==> src/rtl/rmq_sqrt_cell.sv <==
// One cell of the square root chain: resolves one root bit per beat.
// Depends on rmq_pkg only through the top level's parameters.
module rmq_sqrt_cell #(
    parameter int RTW = 17,
    parameter int SW  = 8
) (
    input  logic              aclk,
    input  logic              aresetn,
    input  logic              en,
    input  logic              v_in,
    input  logic [2*RTW-1:0]  x_in,
    input  logic [RTW:0]      rem_in,
    input  logic [RTW-1:0]    root_in,
    input  logic [SW-1:0]     side_in,
    output logic              v_reg,
    output logic [2*RTW-1:0]  x_reg,
    output logic [RTW:0]      rem_reg,
    output logic [RTW-1:0]    root_reg,
    output logic [SW-1:0]     side_reg
);

    logic [RTW+1:0] trial;
    logic [RTW+2:0] diff;
    logic           ge;
    logic [RTW:0]   rem_next;
    logic [RTW-1:0] root_next;

    // Bring down two radicand bits and try the next root bit.
    always_comb begin
        trial     = {rem_in[RTW-1:0], x_in[2*RTW-1:2*RTW-2]};
        diff      = {1'b0, trial} - {1'b0, root_in, 2'b01};
        ge        = !diff[RTW+2];
        rem_next  = ge ? diff[RTW:0] : trial[RTW:0];
        root_next = {root_in[RTW-2:0], ge};
    end

    always_ff @(posedge aclk) begin
        if (!aresetn) begin
            v_reg <= 1'b0;
        end else if (en) begin
            v_reg <= v_in;
        end
    end

    always_ff @(posedge aclk) begin
        if (en) begin
            x_reg    <= {x_in[2*RTW-3:0], 2'b00};
            rem_reg  <= rem_next;
            root_reg <= root_next;
            side_reg <= side_in;
        end
    end

endmodule

==> config.mk <==
export PLATFORM = sky130hd
export DESIGN_NAME = rmq_sqrt_cell
export DESIGN_NICKNAME = d
export VERILOG_FILES = /design/src/rtl/rmq_sqrt_cell.sv
export SDC_FILE = /design/constraint.sdc
export NUM_CORES = 1
export LEC_CHECK = 0
export BUFFER_PORTS_ARGS = -buffer_cell sky130_fd_sc_hd__buf_4
export CAP_MARGIN = 0
export CORE_UTILIZATION = 47
export DETAILED_ROUTE_END_ITERATION = 8
export GPL_ROUTABILITY_DRIVEN = 1
export HOLD_SLACK_MARGIN = 0.05
export PLACE_DENSITY = 0.77
export SLEW_MARGIN = 0
export SYNTH_ARGS = -nofsm -noshare
export SYNTH_HDL_FRONTEND = slang
export SYNTH_SLANG_ARGS = --single-unit
==> constraint.sdc <==
create_clock -name aclk -period 3.3 [get_ports aclk]
set_clock_uncertainty 0.2 [all_clocks]
set_input_delay 0.33 -clock aclk [delete_from_list [all_inputs] [get_ports aclk]]
set_output_delay 0.33 -clock aclk [all_outputs]
set_load 0.01 [all_outputs]
* Yosys cells after proc, flatten, opt, wreduce, memory -nomap -nowiden
Index checks and enable logic that the tools add are counted.
** Storage, ports and cells
- Output and inout port bits :: 78
- Register bits :: 76
- Input port bits :: 81
- Logic and storage cells :: 8
** Cells by class
- Add/subtract/negate cells :: 1
- Multiplexer cells :: 1
- Reduce and logical (&&, ||, !) cells :: 1
** Operators by type and width (number)
- $sub A19 B19 Y20 :: 1
- $mux W18 :: 1
- $logic_not A1 Y1 :: 1

* Logic depth before layout (Yosys ltp)
Gate-level depths: netlist (run 1).
- Word-level depth :: 2
- Gate-level depth with buffers :: 9
- Depth with buffers taken out :: 8

* Worst setup path after synthesis (run 1)
OpenSTA, ideal clock, no wires.
- Kind :: input-to-reg
- Start :: input port root_in[0]
- End :: register rem_reg[11] (data pin)
- Cell stages on the path :: 9
- Library setup time :: 260 ps
- Required time :: 2840 ps
- Setup slack :: 739 ps
- Arrival :: 2100 ps
- Path buffers :: 1
- Cells stage by stage :: inv_1 ha_1 o211ai_1 o21ai_2 o2111ai_4 o21ai_4 a21oi_4 buf_8 mux2_4
** On the way
- Word-level cells in the longest chain between the ends :: 2
** Ends and longest elaborated chain
- start, declared :: RTL line 13 : input logic [RTW-1:0] root_in,
- $sub A19 B19 Y20 :: RTL line 31 : diff = {1'b0, trial} - {1'b0, root_in, 2'b01};
- $mux W18 :: RTL line 33 : rem_next = ge ? diff[RTW:0] : trial[RTW:0];
- net rem_next[11] :: RTL line 25 : logic [RTW:0] rem_next;
- end signal, assigned :: RTL line 48 : rem_reg <= rem_next;
- end, declared :: RTL line 17 : output logic [RTW:0] rem_reg,
The timed path passes the listed nets, and every way through them passes these cells.
A chain may end at the register's enable or synchronous reset.

* Worst setup path after layout (run 1)
- Start :: input port root_in[0]
- End :: register rem_reg[2] (data pin)
Same word-level chain as after synthesis.

==> impl_metrics.env, run 1 <==
export IMPL_run_status="completed"
export IMPL_setup_slack_ns=0.2169
export IMPL_clkLatencyLatePin_ns=0.34
export IMPL_first_pass_iters=5
export IMPL_p_per_area_nw_per_um2=470.5
export IMPL_root_buffer="clkbuf_8"
export IMPL_grt_pass1_vias=2764
export IMPL_p_leak_nw=2.462
export IMPL_track_usage_pct=26.86
export IMPL_dieArea_um2=7869
export IMPL_chipWidth_um=88.71
export IMPL_gp_congestion=0.8772
export IMPL_cts_tree="done"
export IMPL_mostFrequentLayoutCells="157 x buf_4, 75 x edfxtp_1, 57 x dlygate4sd3_1, 22 x inv_1, 18 x ha_1"
export IMPL_irDropWorstVdd_mv=0.2915
export IMPL_dpl_cell_count=499
export IMPL_fmax_mhz=324.3
export IMPL_rsz0062_at_grt="false"
export IMPL_power_mw=2.631
export IMPL_syn_area_um2=3533
export IMPL_ys_ff_latch=76
export IMPL_hpwl_um=6097
export IMPL_grt_antenna_before_repair=0
export IMPL_synth_top_area_share_pct=63.74
export IMPL_io_pins=159
export IMPL_hold_ws_ns=0.07799
export IMPL_clk_path_buf_depth=2
export IMPL_initial_utilization_pct=48.71
export IMPL_antenna_left=0
export IMPL_htree_levels=3
export IMPL_end_kind="register"
export IMPL_seq_area_frac_synth_pct=64.31
export IMPL_cp_max_fo=11
export IMPL_grt_max_degree=77
export IMPL_yosys_top_cells_area="edfxtp_1 64%, ha_1 6.4%, mux2_2 3.2%, mux2_4 2.5%, xnor2_1 2.5%"
export IMPL_min_path_type="in -> reg"
export IMPL_totalWireLength_um=10980
export IMPL_final_nets=567
export IMPL_async_flop_share_pct=0
export IMPL_ys_warn_count=0
export IMPL_worst_r2r_startpoint="v_reg"
export IMPL_largest_reg_flops=32
export IMPL_crit_required_ns=3.20
export IMPL_timing_worst_setup_path_type="in -> reg"
export IMPL_clkTransAtPathRegs_ns=0.09
export IMPL_final_setup_tns_ns=0
export IMPL_final_common_cell="buf_4"
export IMPL_drc_errors=0
export IMPL_vias=2926
export IMPL_diodes=0
export IMPL_fin_crit_ns=3.083
export IMPL_drt_wirelength_per_cell_um=19.19
export IMPL_hp_start="rem_in[15]"
export IMPL_slew_headroom_pct=36.22
export IMPL_worst_slew_pin_slew_ns=0.9567
export IMPL_drv_cap=0
export IMPL_numCtsBuffers=9
export IMPL_clock_sinks=76
export IMPL_num_rows=31
export IMPL_synthCells=246
export IMPL_crit_arrival_ns=2.98
export IMPL_place_ws_ns=0.5085
export IMPL_gr_total_overflow=0
export IMPL_drive_gt1_share_pct=41.44
export IMPL_synth_ff_type="edfxtp_1"
export IMPL_final_cell_count_no_fill=572
export IMPL_synth_cell_types=44
export IMPL_portBuffers=155
export IMPL_syn_area_per_cell_um2=14.36
export IMPL_hold_violations=0
export IMPL_die_y_um=88.71
export IMPL_crit_path_start_kind="primary input"
export IMPL_min_period_over_period_pct=93.43
export IMPL_area_growth_synth_to_final_pct=58.29
export IMPL_crit_start="root_in[0]"
export IMPL_core_um2=7253
export IMPL_yosys_area_top_type="edfxtp_1"
export IMPL_via_per_inst=5.115
export IMPL_finalSetupViolations=0
export IMPL_cts_resized=0
export IMPL_synth_edf_count=75
export IMPL_grt_pass1_wl_um=15190
export IMPL_slew_viol_final=0
export IMPL_drt_initial_drc_count=274
## worst paths after layout
check        depth (start not counted)  slack [ns]     endpoint
min reg2reg                          2        0.39        v_reg
max reg2reg                          2        2.42        v_reg
min                                  2        0.08  rem_reg[17]
max                                 11        0.22   rem_reg[2]
## worst max-delay path, stage by stage
cell and delay, ns:
dlygate4sd3_1 0.56, buf_4 0.13, inv_1 0.04, ha_1 0.33, o211ai_1 0.26, o21ai_2 0.15
o2111ai_4 0.30, o21ai_4 0.12, a21oi_4 0.14, buf_4 0.23, mux2_2 0.38
## power by group
part	internal (mW)	switching, mW	total (mW)
combinational	0.337	0.296	0.633
clock	0.427	0.370	0.797
sequential	1.17	0.0319	1.20
total	1.93	0.698	2.63
## cell families after synthesis
family,after synthesis,share of synthesized area (%)
AO/OA/AOI/OAI,53,11.05
other,1,0.1061
AND/OR/NAND/NOR,39,4.852
adder cells (fa/ha/maj),18,6.374
multiplexers,18,6.303
flip-flops,76,64.31
buffers and inverters,26,3.293
XOR/XNOR,15,3.718
## per-layer routing
metal / up-vias / GRT usage (%) / wire length [µm]
li1: 1351 / - / -
met1: 1378 / 33.64 / 4454
met2: 170 / 43.43 / 5217
met3: 27 / 8.209 / 1003
met4: 0 / 11.14 / 299
met5: - / 0 / 0
## repair_timing
action	CTS	global route
buffers inserted	0	0
hold endpoints to repair	57	0
hold buffers	57	0
## per-stage QoR
step / instance area [µm²] / utilization [%]
2_1_floorplan: 3537 / -
3_3_place_gp: 4806 / 66.26
3_5_place_dp: 4806 / 66.26
4_1_cts: 5593 / 77.11
5_1_grt: 5593 / 77.11
6_report: 5593 / 77.11
## cell usage after synthesis, types with 2 or more instances
library cell,n
a211oi_1,3
a21o_1,6
a21oi_1,12
a21oi_2,2
buf_4,2
edfxtp_1,75
ha_1,18
inv_1,22
mux2_2,10
mux2_4,6
mux2i_1,2
nand2_1,17
nand3_1,2
nor2_1,11
nor2b_1,2
nor3_1,2
o21a_1,3
o21ai_0,10
o21bai_1,2
o31ai_1,2
xnor2_1,10
xor2_1,5
## layout make-up
type | instances | area [µm²]
Clock inverter | 6 | 88.84
Sequential cell | 76 | 2272
Tap cell | 99 | 123.9
Multi-Input combinational cell | 145 | 1149
Fill cell | 390 | 1660
Clock buffer | 10 | 127.6
Timing Repair Buffer | 214 | 1749
Inverter | 22 | 82.58
Power figures use the tool's default switching activity.
==> run 2: changes to the inputs <==
--- a/config.mk
+++ b/config.mk
@@ -5,9 +5,11 @@
 export SDC_FILE = /design/constraint.sdc
 export NUM_CORES = 1
 export LEC_CHECK = 0
+export ABC_AREA = 1
 export BUFFER_PORTS_ARGS = -buffer_cell sky130_fd_sc_hd__buf_4
 export CAP_MARGIN = 0
-export CORE_UTILIZATION = 47
+export CORE_MARGIN = 2
+export CORE_UTILIZATION = 48
 export DETAILED_ROUTE_END_ITERATION = 8
 export GPL_ROUTABILITY_DRIVEN = 1
 export HOLD_SLACK_MARGIN = 0.05
==> run 2 against run 1 <==
Fmax rose by 13%. Clock power increased by 1%. Setup slack better by 0.35 ns. Critical path depth is 4 higher. First-iteration DRC count is 2.9% lower. Core utilization is 1.1 points lower. Clock-buffer cell count fell by 1. Global-route usage shrank 0.24 points. Area after synthesis rose by 6.3%. Via count is 16% higher. Non-clock buffer count increased by 1. Combinational power is essentially flat. Highest routed layer unchanged.
==> impl_metrics.env, run 2 <==
export IMPL_run_status="completed"
export IMPL_end_kind="register"
export IMPL_synth_top_area_share_pct=59.94
export IMPL_power_mw=2.637
export IMPL_hpwl_um=6781
export IMPL_hold_violations=0
export IMPL_via_per_inst=5.030
export IMPL_vias=3405
export IMPL_grt_pass1_wl_um=17230
export IMPL_initial_utilization_pct=49.13
export IMPL_gr_total_overflow=0
export IMPL_dieArea_um2=8552
export IMPL_crit_required_ns=3.19
export IMPL_numCtsBuffers=9
export IMPL_clock_sinks=76
export IMPL_crit_arrival_ns=2.62
export IMPL_first_pass_iters=5
export IMPL_slew_headroom_pct=36.65
export IMPL_postCtsSetupRepairBufs=0
export IMPL_die_y_um=92.48
export IMPL_worst_slew_pin_slew_ns=0.9502
export IMPL_yosys_area_top_type="edfxtp_1"
export IMPL_setup_slack_ns=0.5676
export IMPL_seq_area_frac_synth_pct=60.47
export IMPL_drt_initial_drc_count=266
export IMPL_syn_area_um2=3757
export IMPL_synth_edf_count=75
export IMPL_clkLatencyLatePin_ns=0.35
export IMPL_rsz0062_at_grt="false"
export IMPL_synth_ff_type="edfxtp_1"
export IMPL_cts_tree="done"
export IMPL_largest_reg_flops=32
export IMPL_grt_antenna_before_repair=0
export IMPL_chipWidth_um=92.48
export IMPL_io_pins=159
export IMPL_finalSetupViolations=0
export IMPL_drt_wirelength_per_cell_um=16.75
export IMPL_final_common_cell="buf_4"
export IMPL_final_nets=669
export IMPL_min_path_type="in -> reg"
export IMPL_ys_warn_count=0
export IMPL_fmax_mhz=366.0
export IMPL_irDropWorstVdd_mv=0.2265
export IMPL_syn_area_per_cell_um2=10.77
export IMPL_min_period_over_period_pct=82.80
export IMPL_final_setup_tns_ns=0
export IMPL_synth_most_common_cell="nand2_1"
export IMPL_yosys_top_cells_area="edfxtp_1 60%, nand2_1 9.0%, ha_1 6.0%, inv_1 5.4%, nand3_2 2.1%"
export IMPL_portBuffers=155
export IMPL_diodes=0
export IMPL_drc_errors=0
export IMPL_root_buffer="clkbuf_8"
export IMPL_mostFrequentLayoutCells="157 x buf_4, 90 x nand2_1, 75 x edfxtp_1, 58 x dlygate4sd3_1, 54 x inv_1"
export IMPL_grt_max_degree=78
export IMPL_gp_congestion=0.8904
export IMPL_area_growth_synth_to_final_pct=54.75
export IMPL_timing_worst_setup_path_type="in -> reg"
export IMPL_totalWireLength_um=11340
export IMPL_p_per_area_nw_per_um2=453.6
export IMPL_p_leak_nw=2.737
export IMPL_crit_path_start_kind="primary input"
export IMPL_grt_pass1_vias=3244
export IMPL_synth_cell_types=32
export IMPL_drv_cap=0
export IMPL_async_flop_share_pct=0
export IMPL_fin_crit_ns=2.732
export IMPL_synthCells=349
export IMPL_synthTopCellsByCount="90 x nand2_1, 75 x edfxtp_1, 54 x inv_1, 18 x ha_1, 17 x nor2_1"
export IMPL_clkTransAtPathRegs_ns=0.10
export IMPL_core_um2=7647
export IMPL_ys_ff_latch=76
export IMPL_clk_path_buf_depth=2
export IMPL_num_rows=32
export IMPL_slew_viol_final=0
export IMPL_cts_resized=0
export IMPL_drive_gt1_share_pct=33.39
export IMPL_cp_max_fo=15
export IMPL_antenna_left=0
export IMPL_htree_levels=3
export IMPL_track_usage_pct=26.63
export IMPL_place_ws_ns=0.8754
[run 2: cell types whose count changed after synthesis, moves of 7 or more]
| cell | delta |
|---|---|
| mux2_2 | -10 |
| nand3_1 | +9 |
| nand3_2 | +8 |
| inv_1 | +32 |
| nand2_1 | +73 |
| xnor2_1 | -8 |
| nand4_1 | +7 |
[run 2: worst max-delay path: stages]
cell           delay [ns]
dlygate4sd3_1        0.56
buf_4                0.13
inv_1                0.04
ha_1                 0.36
nand2_1              0.13
inv_2                0.05
nand2_1              0.13
inv_1                0.08
nand2_1              0.07
nand2_1              0.06
nand2_2              0.17
nand3_2              0.10
buf_4                0.21
nand2_1              0.09
o21ai_0              0.10
[run 2: logic make-up after synthesis]
group / share of synthesized area (%)
xor gates and xnor gates: 2.098
adders and majority gates: 5.994
other: 0.09980
buffers and inverters: 7.093
and+or+nand+nor: 18.98
AOI/OAI and AO/OA: 5.262
DFF: 60.47
[run 2: through the flow]
stage	utilization [%]	cells	area (µm²)	hold slack, ns
after floorplan	-	350	3761	0.2235
after global placement	65.53	603	5011	0.3085
after detailed placement	65.53	603	5011	0.3093
after CTS	76.03	677	5814	0.08772
after global routing	76.03	677	5814	0.08262
final	76.03	677	5814	0.08881
[run 2: metal layers]
metal  vias up  global-route usage, %  wire length [µm]
li1       1612                      -                 -
met1      1587                  33.60              4530
met2       185                  46.23              5665
met3        21                  6.184               962
met4         0                  6.965               181
met5         -                      0                 0
[run 2: worst paths after layout]
| kind | start | endpoint | slack [ns] | depth (start not counted) |
|---|---|---|---|---|
| worst max-delay path | root_in[8] | rem_reg[6] | 0.57 | 15 |
| worst min-delay path | x_in[32] | rem_reg[0] | 0.09 | 2 |
| worst max register to register | v_reg | v_reg | 1.84 | 3 |
| worst min register to register | v_reg | v_reg | 0.94 | 3 |
[run 2: layout make-up]
| cell class | count | area [µm²] |
|---|---|---|
| clock buffers | 9 | 123.9 |
| clock inverters | 7 | 98.84 |
| fillers | 478 | 1833 |
| inverters | 56 | 210.2 |
| multi-input cells | 212 | 1222 |
| flip-flops and latches | 76 | 2272 |
| well taps | 102 | 127.6 |
| repair buffers | 215 | 1759 |
[run 2: where the power goes]
part	internal (mW)	leakage [nW]	switching, mW
clock	0.431	0.110	0.376
sequential	1.17	0.742	0.0294
combinational	0.304	1.88	0.327
total	1.90	2.74	0.733
[run 2: repair_timing]
item                                    4_1_cts  5_1_grt
hold endpoints to repair                     57        0
endpoints found under the setup margin        0        0
hold buffers                                 58        0
