**src/rtl/rmq_pkg.sv**
```systemverilog
// Shared constants and helpers for the rotation matrix to quaternion block.
// Depends on nothing; used by the top level, the divider cell and the checkers.
package rmq_pkg;

    // Field widths, lane count and default number of fraction bits.
    localparam int ELEM_W        = 16;
    localparam int MAG_W         = 17;
    localparam int NLANE         = 4;
    localparam int FRAC_BITS_DEF = 14;

    // Branch codes.
    localparam logic [1:0] BR_TRACE = 2'd0;
    localparam logic [1:0] BR_COL0  = 2'd1;
    localparam logic [1:0] BR_COL1  = 2'd2;
    localparam logic [1:0] BR_COL2  = 2'd3;

    // Lane numbers of the quaternion components.
    localparam logic [1:0] LANE_X = 2'd0;
    localparam logic [1:0] LANE_Y = 2'd1;
    localparam logic [1:0] LANE_Z = 2'd2;
    localparam logic [1:0] LANE_W = 2'd3;

    // The component that takes s/4 on each branch.
    function automatic logic [1:0] path_lane(input logic [1:0] br);
        logic [1:0] ln;
        unique case (br)
            BR_TRACE: ln = LANE_W;
            BR_COL0:  ln = LANE_X;
            BR_COL1:  ln = LANE_Y;
            default:  ln = LANE_Z;
        endcase
        return ln;
    endfunction

endpackage

```
**src/rtl/rmq_div_cell.sv**
```systemverilog
// One cell of the divider chain: one quotient bit per beat on all four lanes.
// Depends on rmq_pkg for the lane count.
module rmq_div_cell #(
    parameter int NW  = 32,
    parameter int SDW = 18,
    parameter int SW  = 8
) (
    input  logic           aclk,
    input  logic           aresetn,
    input  logic           en,
    input  logic           v_in,
    input  logic [SDW-1:0] s_in,
    input  logic [NW-1:0]  n_in   [rmq_pkg::NLANE],
    input  logic [SDW-1:0] rem_in [rmq_pkg::NLANE],
    input  logic [NW-1:0]  q_in   [rmq_pkg::NLANE],
    input  logic [SW-1:0]  side_in,
    output logic           v_reg,
    output logic [SDW-1:0] s_reg,
    output logic [NW-1:0]  n_reg   [rmq_pkg::NLANE],
    output logic [SDW-1:0] rem_reg [rmq_pkg::NLANE],
    output logic [NW-1:0]  q_reg   [rmq_pkg::NLANE],
    output logic [SW-1:0]  side_reg
);

    logic [SDW:0]   trial [rmq_pkg::NLANE];
    logic [SDW+1:0] diff  [rmq_pkg::NLANE];
    logic           ge    [rmq_pkg::NLANE];

    // Shift in the next dividend bit and subtract the divisor where it fits.
    always_comb begin
        for (int k = 0; k < rmq_pkg::NLANE; k++) begin
            trial[k] = {rem_in[k], n_in[k][NW-1]};
            diff[k]  = {1'b0, trial[k]} - {2'b00, s_in};
            ge[k]    = !diff[k][SDW+1];
        end
    end

    always_ff @(posedge aclk) begin
        if (!aresetn) begin
            v_reg <= 1'b0;
        end else if (en) begin
            v_reg <= v_in;
        end
    end

    always_ff @(posedge aclk) begin
        if (en) begin
            s_reg    <= s_in;
            side_reg <= side_in;
            for (int k = 0; k < rmq_pkg::NLANE; k++) begin
                n_reg[k]   <= {n_in[k][NW-2:0], 1'b0};
                rem_reg[k] <= ge[k] ? diff[k][SDW-1:0] : trial[k][SDW-1:0];
                q_reg[k]   <= {q_in[k][NW-2:0], ge[k]};
            end
        end
    end

endmodule

```
**config.mk**
```make
export PLATFORM = sky130hd
export DESIGN_NAME = rmq_div_cell
export DESIGN_NICKNAME = d
export VERILOG_FILES = /design/src/rtl/rmq_pkg.sv /design/src/rtl/rmq_div_cell.sv
export SDC_FILE = /design/constraint.sdc
export NUM_CORES = 1
export LEC_CHECK = 0
export ABC_AREA = 1
export ABC_CLOCK_PERIOD_IN_PS = 5550
export BUFFER_PORTS_ARGS = -buffer_cell sky130_fd_sc_hd__buf_2
export CORE_AREA = 10 10 272 274
export DETAILED_ROUTE_END_ITERATION = 16
export DIE_AREA = 0 0 282 284
export HOLD_SLACK_MARGIN = 0.06
export SLEW_MARGIN = 20
export SYNTH_ARGS = -nofsm -noshare
export SYNTH_HDL_FRONTEND = slang
export SYNTH_SLANG_ARGS = --single-unit
```
**constraint.sdc**
```tcl
create_clock -name aclk -period 5.55 [get_ports aclk]
set_clock_uncertainty 0.05 [all_clocks]
set_input_delay 0 -clock aclk [delete_from_list [all_inputs] [get_ports aclk]]
set_output_delay 0 -clock aclk [all_outputs]
set_load 0.005 [all_outputs]
```
Yosys cells after proc, flatten, opt, wreduce, memory -nomap -nowiden
Cells that the tools add are included.

operators by class
  add/sub/neg operators = 4
  reductions and logical operators = 4
  muxes and demuxes = 4

operators by type and width
  operator          count
  $sub A19 B18 Y20  4
  $mux W18          4
  $logic_not A1 Y1  4

word-level totals
  input bits = 358
  register bits = 351
  output and inout port bits = 355

Logic depth before layout (Yosys ltp)
Gate-level depths: netlist of the first run.

  depth after elaboration = 2
  depth in mapped cells = 14
  depth with buffers taken out = 13

Worst setup path before layout of the first run
Ideal clock, no wire load.

  kind = input port to flip-flop
  start = input port s_in[1]
  end = register rem_reg[47] (netlist bit) (data pin)
  buffers on the path = 2
  setup time = 0.253 ns
  path slack = 3.742 ns
  data arrival time = 1.505 ns
  cell stages on the path = 11
  path through = inv_1 -> ha_1 -> nand2_1 -> nor2_1 -> nor2_1 -> nand3b_4 -> nand3_2 -> buf_6 -> buf_6 -> nand3_1 -> nand2_1

between the ends
  longest elaborated chain between the ends = 2

RTL lines
  item                           RTL line            text
  start, declared                rmq_div_cell.sv:12  input logic [SDW-1:0] s_in,
  $sub A19 B18 Y20               rmq_div_cell.sv:33  diff[k] = {1'b0, trial[k]} - {2'b00, s_in};
  $mux W18                       rmq_div_cell.sv:52  rem_reg[k] <= ge[k] ? diff[k][SDW-1:0] : trial[k][SDW-1:0];
  end signal, assigned by index  rmq_div_cell.sv:52
  end, declared                  rmq_div_cell.sv:20  output logic [SDW-1:0] rem_reg [rmq_pkg::NLANE],

No other way between the ends.
A chain may end at the register's enable or synchronous reset.

Worst setup path after layout of the first run
  start = input port s_in[1]
  end = register rem_reg[35] (netlist bit) (data pin)

Same word-level chain as after synthesis.

==> results of run 1 <==
-- cell families after synthesis --
logic type,Yosys count,synth area share
other,1,0.000234
xor gates and xnor gates,32,0.0175
adders and majority gates,76,0.0612
and+or+nand+nor,614,0.174
DFF,351,0.657
buffers and inverters,186,0.0491
AOI/OAI and AO/OA,118,0.0407
-- power by group --
group	switching [mW]	leakage [nW]	internal, mW
combinational	0.812	7.70	0.644
sequential	0.0714	3.43	3.22
clock	1.20	0.690	1.67
total	2.08	11.8	5.53
-- cell usage after synthesis, drive strengths merged, types with 8 or more instances --
cell type  instances  area (um^2)
a21oi             53          307
and2               8         57.6
buf               12          129
edfxtp           350        10500
ha                72          901
inv              170          638
nand2            364         1390
nand3             94          531
nand3b            16          145
nand4             36          225
nor2              74          295
nor3              22          146
o21ai             61          317
xor2              30          263
-- per-layer routing --
metal / global-route usage / routed length [um] / up-vias
met3: 0.0524 / 6060 / 162
met2: 0.322 / 38300 / 603
met4: 0.130 / 5710 / 16
li1: - / - / 7079
met5: 0 / 103 / -
met1: 0.177 / 25900 / 7073
-- timing repair --
item	CTS	global route
hold buffers	405	0
hold endpoints to repair	390	0
setup buffers	0	0
-- per-stage QoR --
stage	total power [mW]	instance area, um^2	instances	hold slack, ps	setup slack (ps)
after floorplan	3.86	16000	1381	43.5	3740
after global placement	4.54	20600	2953	127	2580
after detailed placement	4.55	20600	2953	128	2570
after CTS	7.70	26000	3435	61.1	2370
after global routing	7.96	26100	3449	74.7	2130
final	7.62	26100	3454	99.0	2380
-- worst paths after layout --
check | start | to | slack (ps)
setup / recovery | s_in[1] | rem_reg[35] | 2380
hold / removal | n_in[122] | n_reg[123] | 100
setup reg to reg | v_reg | v_reg | 4280
hold reg to reg | v_reg | v_reg | 1030
-- worst max-delay path: stages --
cell	delay (ps)
dlygate4sd3_1	540
buf_2	130
inv_1	490
ha_1	360
nand3_1	90
nand3_1	220
nand3_4	240
nand3_2	490
nand3_1	270
nand2_1	70
dlygate4sd3_1	550
-- layout make-up --
class,instances,area share
Timing Repair Buffer,1111,0.292
Multi-Input combinational cell,844,0.181
Inverter,170,0.0245
Clock buffer,47,0.0418
Clock inverter,30,0.0127
Antenna cell,19,0.00182
Sequential cell,351,0.404
Tap cell,882,0.0423
==> flow_summary.yaml, run 1 <==
logic_synthesis:
  ys_warn_count: 0
  avgSynthCellArea_um2: 11.6
  synthCells: 1378
  synth_enable_flop_cells: 350
  synth-seq-cells: 351
  synthArstFlopShare: 0
  yosys_most_used_dff: "edfxtp_1"
  ys_types: 36
  syn_area_mm2: 0.0160
  synth-seq-area-share: 0.657
drt:
  via_count: 14900
  via_per_inst: 4.32
  drc_errors: 0
  wl_per_cell_um: 22.0
  drt_iter0_drc: 924
  drt-pass1-iter-count: 5
  ant_nets: 0
  drt-total-wl_mm: 76.1
sta:
  finalCritPeriodShare: 0.572
  rsz0062_at_grt: "false"
  slew_viol_final: 0
  final.setup.tns_ps: 0
  relSlewSlack: 0.291
  fmax_mhz: 315
  period_needed_ps: 3170
  hold_violations: 0
  final-setup-viol-count: 0
  tightest_slew_ps: 1060
setup_path:
  r2r_cells: 3
  cp-end-kind: "flip-flop"
  required_ps: 5820
  path_max_fanout: 29
  crit_arrival_ps: 3450
  crit_type: "primary input to flip-flop"
  worstSetupStartpointType: "primary input"
clock_network:
  cts_buffers: 43
  cts_resized: 0
  clock_path_buffers: 3
  clk_latency_ps: 570
  clk_pin_slew_worst_paths_ps: 60
  clock_sinks: 351
  h-tree-depth: 2
  root_buffer: "clkbuf_16"
  cts_tree: "built"
pwr:
  p_leak_nw: 11.8
  peakVddDrop_uv: 182
  powerDensity_mw_per_mm2: 292
grt:
  grt_pass1_vias: 15400
  grt-ovfl-total: 0
  grt_pass1_wl_mm: 106
  grt_start_max_net_pins: 166
  track_usage: 0.181
  antenna_found_initial: 30
finish:
  fillers: 6532
  largest_register_ffs: 128
  utilization: 0.382
  drive_above_1_share: 0.322
  layout_commonest_cell: "buf_2"
  areaGrowthSynthToFinish_pct: 62.8
  multiInputGateArea_mm2: 0.00472
  seq_area_mm2: 0.0105
  layout_common_cells: "703 x buf_2, 405 x dlygate4sd3_1, 353 x nand2_1"
  layout.nets: 2955
floorplan:
  die_x_um: 282
  rows: 96
  die_area_mm2: 0.0801
  ios: 713
  start_util: 0.235
  die-height_um: 284
  core_mm2: 0.0683
outcome:
  status: "finished clean"
min_path:
  hold_class: "primary input to flip-flop"
  hold_path_depth: 2
placed_design:
  place.gp.congestion: 0.900
  portBuffers: 704
  place_hpwl_mm: 58.2
flow_run:
  maxCapViolCount: 0
Note: power is estimated with default switching activity, not from simulation.
==> run 2, diff against run 1 <==
Settings changed: ABC_AREA 1 to 0, ABC_CLOCK_PERIOD_IN_PS 5550 to 2800, CORE_AREA 10 10 272 274 to 10 10 266 268, DIE_AREA 0 0 282 284 to 0 0 276 278.
Clock period 5.55 ns to 2.8 ns, I/O delays scaled along.
==> flow_summary.yaml, run 2 <==
setup_path:
  path_cells: "dlygate4sd3_1 -> buf_2 -> clkinvlp_4 -> ha_1 -> o21a_1 -> o31ai_1 -> buf_4 -> a31oi_4 -> a21oi_2 -> o41ai_4 -> buf_12 -> mux2_2"
  cp_top_family: "buffers and inverters"
  r2r_cells: 3
  path_max_fanout: 32
  worstSetupStartpointType: "primary input"
  required_ps: 3070
  cp-end-kind: "flip-flop"
  crit_type: "primary input to flip-flop"
  cp_num_cells: 12
  critical_path_buf_inv_count: 5
  worst_path_largest_cell_delay_ps: 520
  crit_slowest_cell: "dlygate4sd3_1"
  crit_arrival_ps: 3000
placed_design:
  place.gp.congestion: 0.923
  dpl_cell_area_mm2: 0.0201
  portBuffers: 704
  place_hpwl_mm: 56.7
  dp.cells: 2622
logic_synthesis:
  synth_fa_ha_area_frac: 0.0651
  synth-compound-area-share: 0.103
  synthDominantCellAreaShare: 0.698
  synthTopCellsByCount: "350 x edfxtp_1, 86 x a21oi_1, 72 x ha_1, 70 x nor2_1, 54 x nand2_1"
  synth_area_leader_cell: "edfxtp_1"
  yosys_most_used_dff: "edfxtp_1"
  synth_enable_flop_cells: 350
  ys_warn_count: 0
  synthMuxAreaShare: 0.0236
  synth_most_common_cell: "edfxtp_1"
  synth.area.top_cells: "edfxtp_1 70%, ha_1 6.0%, a21oi_1 2.9%"
  ys_types: 66
  synthCells: 1013
  synth-seq-cells: 351
  synthArstFlopShare: 0
  synth-seq-area-share: 0.699
  avgSynthCellArea_um2: 14.9
  syn_area_mm2: 0.0151
  synth_xor_xnor_area_share: 0.0302
  yosys.area_share.simple: 0.0582
  synth_top_family_by_area: "compound AO/OA/AOI/OAI gates"
sta:
  tightest_slew_ps: 846
  slew_viol_final: 0
  fmax_mhz: 366
  final-setup-viol-count: 0
  relSlewSlack: 0.436
  finalCritPeriodShare: 0.977
  rsz0062_at_grt: "true"
  period_needed_ps: 2740
  hold_violations: 0
clock_network:
  clock_path_buffers: 3
  clock_sinks: 351
  h-tree-depth: 2
  cts_buffers: 42
  clk_pin_slew_worst_paths_ps: 60
  clk_latency_ps: 560
  root_buffer: "clkbuf_16"
  cts_tree: "built"
pwr:
  powerDensity_mw_per_mm2: 606
  totalPowerFinal_mw: 15.3
  p_int_mw: 11.3
  seqPwrFrac: 0.427
  clkPwrFrac: 0.383
  pwr-share-comb: 0.190
  p_leak_nw: 10.8
  p_sw_frac: 0.262
  peakVddDrop_uv: 424
  switchingPower_mw: 4.02
floorplan:
  die-height_um: 278
  die_x_um: 276
  core_mm2: 0.0654
  start_util: 0.230
  ios: 713
  rows: 94
  die_area_mm2: 0.0767
finish:
  drive_above_1_share: 0.406
  layout_commonest_cell: "buf_2"
  final_cell_area_mm2: 0.0253
  areaGrowthSynthToFinish_pct: 68.2
  utilization: 0.387
  final_cell_count_no_fill: 3073
  multiInputGateArea_mm2: 0.00428
  largest_register_ffs: 128
  fillers: 6147
  seq_area_mm2: 0.0105
  layout_common_cells: "702 x buf_2, 363 x dlygate4sd3_1, 350 x edfxtp_1"
  layout.nets: 2601
outcome:
  status: "finished clean"
grt:
  grt_pass1_wl_mm: 103
  grt_start_max_net_pins: 96
  grt_pass1_vias: 14300
  track_usage: 0.180
  grt-ovfl-total: 0
  antenna_found_initial: 23
min_path:
  hold_class: "primary input to flip-flop"
  hold_path_depth: 2
drt:
  drt_iter0_drc: 1052
  via_count: 13500
  drt-pass1-iter-count: 6
  drc_errors: 0
  drt-total-wl_mm: 72.7
  via_per_inst: 4.40
  wl_per_cell_um: 23.7
  ant_nets: 0
flow_run:
  maxCapViolCount: 0
## run 2: cell families after synthesis
group,count (synthesis)
flops,351
compound gates,241
simple gates,191
fa+ha+maj,76
buf+inv,69
xor+xnor,52
mux,32
other cells,1
## run 2: layout make-up
cell class / instances / share of cell area
Clock buffer: 46 / 0.0433
Multi-Input combinational cell: 596 / 0.169
Clock inverter: 30 / 0.0152
Sequential cell: 351 / 0.416
Timing Repair Buffer: 1131 / 0.306
Inverter: 45 / 0.00696
Antenna cell: 10 / 0.000988
Tap cell: 864 / 0.0427
## run 2: layer usage
layer / part of all wire / GRT usage / vias to the layer above
met2: 0.53 / 0.340 / 649
met3: 0.069 / 0.0490 / 136
met1: 0.36 / 0.188 / 6548
met5: 0.00018 / 0 / -
li1: - / - / 6186
met4: 0.043 / 0.0660 / 2
## run 2: power groups by stage
| stage | sequential (mW) | clock (mW) | combinational [mW] |
|---|---|---|---|
| after detailed placement | 6.64 | 0 | 2.45 |
| after global routing | 6.60 | 6.26 | 3.15 |
| after global placement | 6.64 | 0 | 2.43 |
| after floorplan | 6.69 | 0 | 0.927 |
| final | 6.55 | 5.88 | 2.91 |
| after CTS | 6.55 | 6.04 | 2.92 |
## run 2: timing repair
item	CTS	global route
hold endpoints to repair	423	0
buffers inserted	0	2
resized for setup	0	9
hold buffers	363	0
setup endpoints to repair	0	5
## run 2: worst register-to-register path: cells and delay by family, from the launching register on
kind	cells	cell delay [ps]
buffers and inverters	1	550
flip-flops	1	310
multiplexers	1	120
AND/OR/NAND/NOR	1	60
## run 2: worst paths after layout
kind / startpoint / to / slack, ps
setup / recovery: s_in[3] / rem_reg[5] / 60
hold / removal: n_in[70] / n_reg[71] / 100
setup reg to reg: v_reg / v_reg / 1600
hold reg to reg: v_reg / v_reg / 1020
## run 2: through the flow
stage / TNS, ps / hold slack, ps / setup WS (ps)
2_1_floorplan: 0 / 48.9 / 393
3_3_place_gp: -69.3 / 127 / -69.3
3_5_place_dp: -62.4 / 128 / -41.5
4_1_cts: 0 / 60.1 / 5.55
5_1_grt: -5.89 / 68.7 / -3.96
6_report: 0 / 102 / 64.1
==> run 3, diff against run 2 <==
Settings changed: PLACE_DENSITY set to 0.49.
==> flow_summary.yaml, run 3 (synthesis results as in run 2) <==
outcome:
  status: "finished clean"
grt:
  grt_pass1_wl_mm: 99.3
  grt-ovfl-total: 0
  grt_pass1_vias: 14200
  busiest_layer: "met2"
  track_usage: 0.172
  grt_start_max_net_pins: 80
  antenna_found_initial: 16
  grt_use_met1: 0.179
  use_met3: 0.0477
  use_met2: 0.333
sta:
  hold_violations: 0
  slew_viol_final: 0
  rsz0062_at_grt: "true"
  tightest_slew_ps: 924
  final-setup-viol-count: 0
  relSlewSlack: 0.382
  finalCritPeriodShare: 0.968
  fmax_mhz: 369
  period_needed_ps: 2710
drt:
  wl_per_cell_um: 22.4
  drt-total-wl_mm: 68.9
  drt-pass1-iter-count: 5
  via_per_inst: 4.31
  ant_nets: 0
  drc_errors: 0
  via_count: 13200
  drt_iter0_drc: 880
finish:
  layout.nets: 2600
  areaGrowthSynthToFinish_pct: 66.3
  layout_common_cells: "703 x buf_2, 357 x dlygate4sd3_1, 350 x edfxtp_1"
  layout_commonest_cell: "buf_2"
  final_cell_count_no_fill: 3069
  drive_above_1_share: 0.401
  largest_register_ffs: 128
setup_path:
  cp-end-kind: "flip-flop"
  r2r_start: "v_reg"
  required_ps: 3050
  crit_arrival_ps: 2960
  crit_type: "primary input to flip-flop"
  path_max_fanout: 6
  cp-startpoint: "s_in[1]"
  worstSetupStartpointType: "primary input"
pwr:
  p_leak_nw: 10.7
  totalPowerFinal_mw: 14.5
  peakVddDrop_uv: 357
  powerDensity_mw_per_mm2: 581
clock_network:
  clk_latency_ps: 540
  clk_pin_slew_worst_paths_ps: 60
  clock_sinks: 351
  h-tree-depth: 2
  root_buffer: "clkbuf_16"
  cts_buffers: 41
  clock_path_buffers: 3
  cts_tree: "built"
floorplan:
  ios: 713
  start_util: 0.230
  die_area_mm2: 0.0767
  core_mm2: 0.0654
  rows: 94
  die-height_um: 278
  die_x_um: 276
min_path:
  hold_class: "primary input to flip-flop"
  hold_start: "n_in[103]"
placed_design:
  place.gp.congestion: 0.871
  portBuffers: 704
  place_hpwl_mm: 55.5
  dp.cells: 2630
flow_run:
  maxCapViolCount: 0
run 3: changes by cell type in the layout (fill, tap and decap cells not counted), moves of 3 or more:
cell           change
buf_12             -4
dlygate4sd3_1      -6
buf_4              +8
diode_2            -3
clkinv_1           +7
clkbuf_1           +7
bufinv_16          -5
clkinvlp_4         -7
run 3: path summary, 6_finish.rpt:
kind	end	slack (ps)	cells past startpoint
min	n_reg[104]	100	2
max	rem_reg[69]	90	13
min reg2reg	v_reg	1020	3
max reg2reg	v_reg	1610	3
run 3: final cells by class:
type / count / area [um^2]
Fill cell: 6314 / 40400
Sequential cell: 351 / 10500
Timing Repair Buffer: 1131 / 7700
Multi-Input combinational cell: 596 / 4260
Clock buffer: 51 / 1080
Tap cell: 864 / 1080
Clock inverter: 24 / 199
Inverter: 45 / 169
Antenna cell: 7 / 17.5
run 3: metal layers:
layer	routed length (um)	up-vias
li1	-	6174
met1	25000	6424
met2	37700	534
met3	4560	83
met4	1650	0
met5	0	-
run 3: what timing repair did:
| item | CTS | global route |
|---|---|---|
| hold endpoints to repair | 416 | 0 |
| endpoints found under the setup margin | 0 | 28 |
| hold buffers | 357 | 0 |
| gates resized for setup | 0 | 7 |
| setup buffers | 0 | 0 |
run 3: stage by stage:
step           hold WS (ps)  setup TNS (ps)  area (um^2)  setup WS (ps)  utilization
3_5_place_dp            128           -9.55        20100          -4.47        0.308
6_report                101               0        25000           90.5        0.383
4_1_cts                61.8               0        25000           32.7        0.382
2_1_floorplan          48.9               0        15100            393            -
5_1_grt                70.7           -44.2        25000          -44.2        0.383
3_3_place_gp            127           -94.4        20100          -25.4        0.308
run 3: worst max-delay path, cell delays in order:
cell           delay (ps)
dlygate4sd3_1         530
buf_2                 110
inv_1                  50
buf_4                 180
ha_1                  270
nor2b_1               180
o2111ai_1             180
a21boi_2              240
a21oi_2               100
o21ai_2               280
a21oi_1               110
o21bai_1              150
dlygate4sd3_1         560
run 3: where the power goes:
part | switching [mW] | leakage (nW) | internal [mW]
clock network | 2.20 | 0.620 | 2.96
logic | 1.46 | 6.63 | 1.41
registers | 0.139 | 3.43 | 6.38
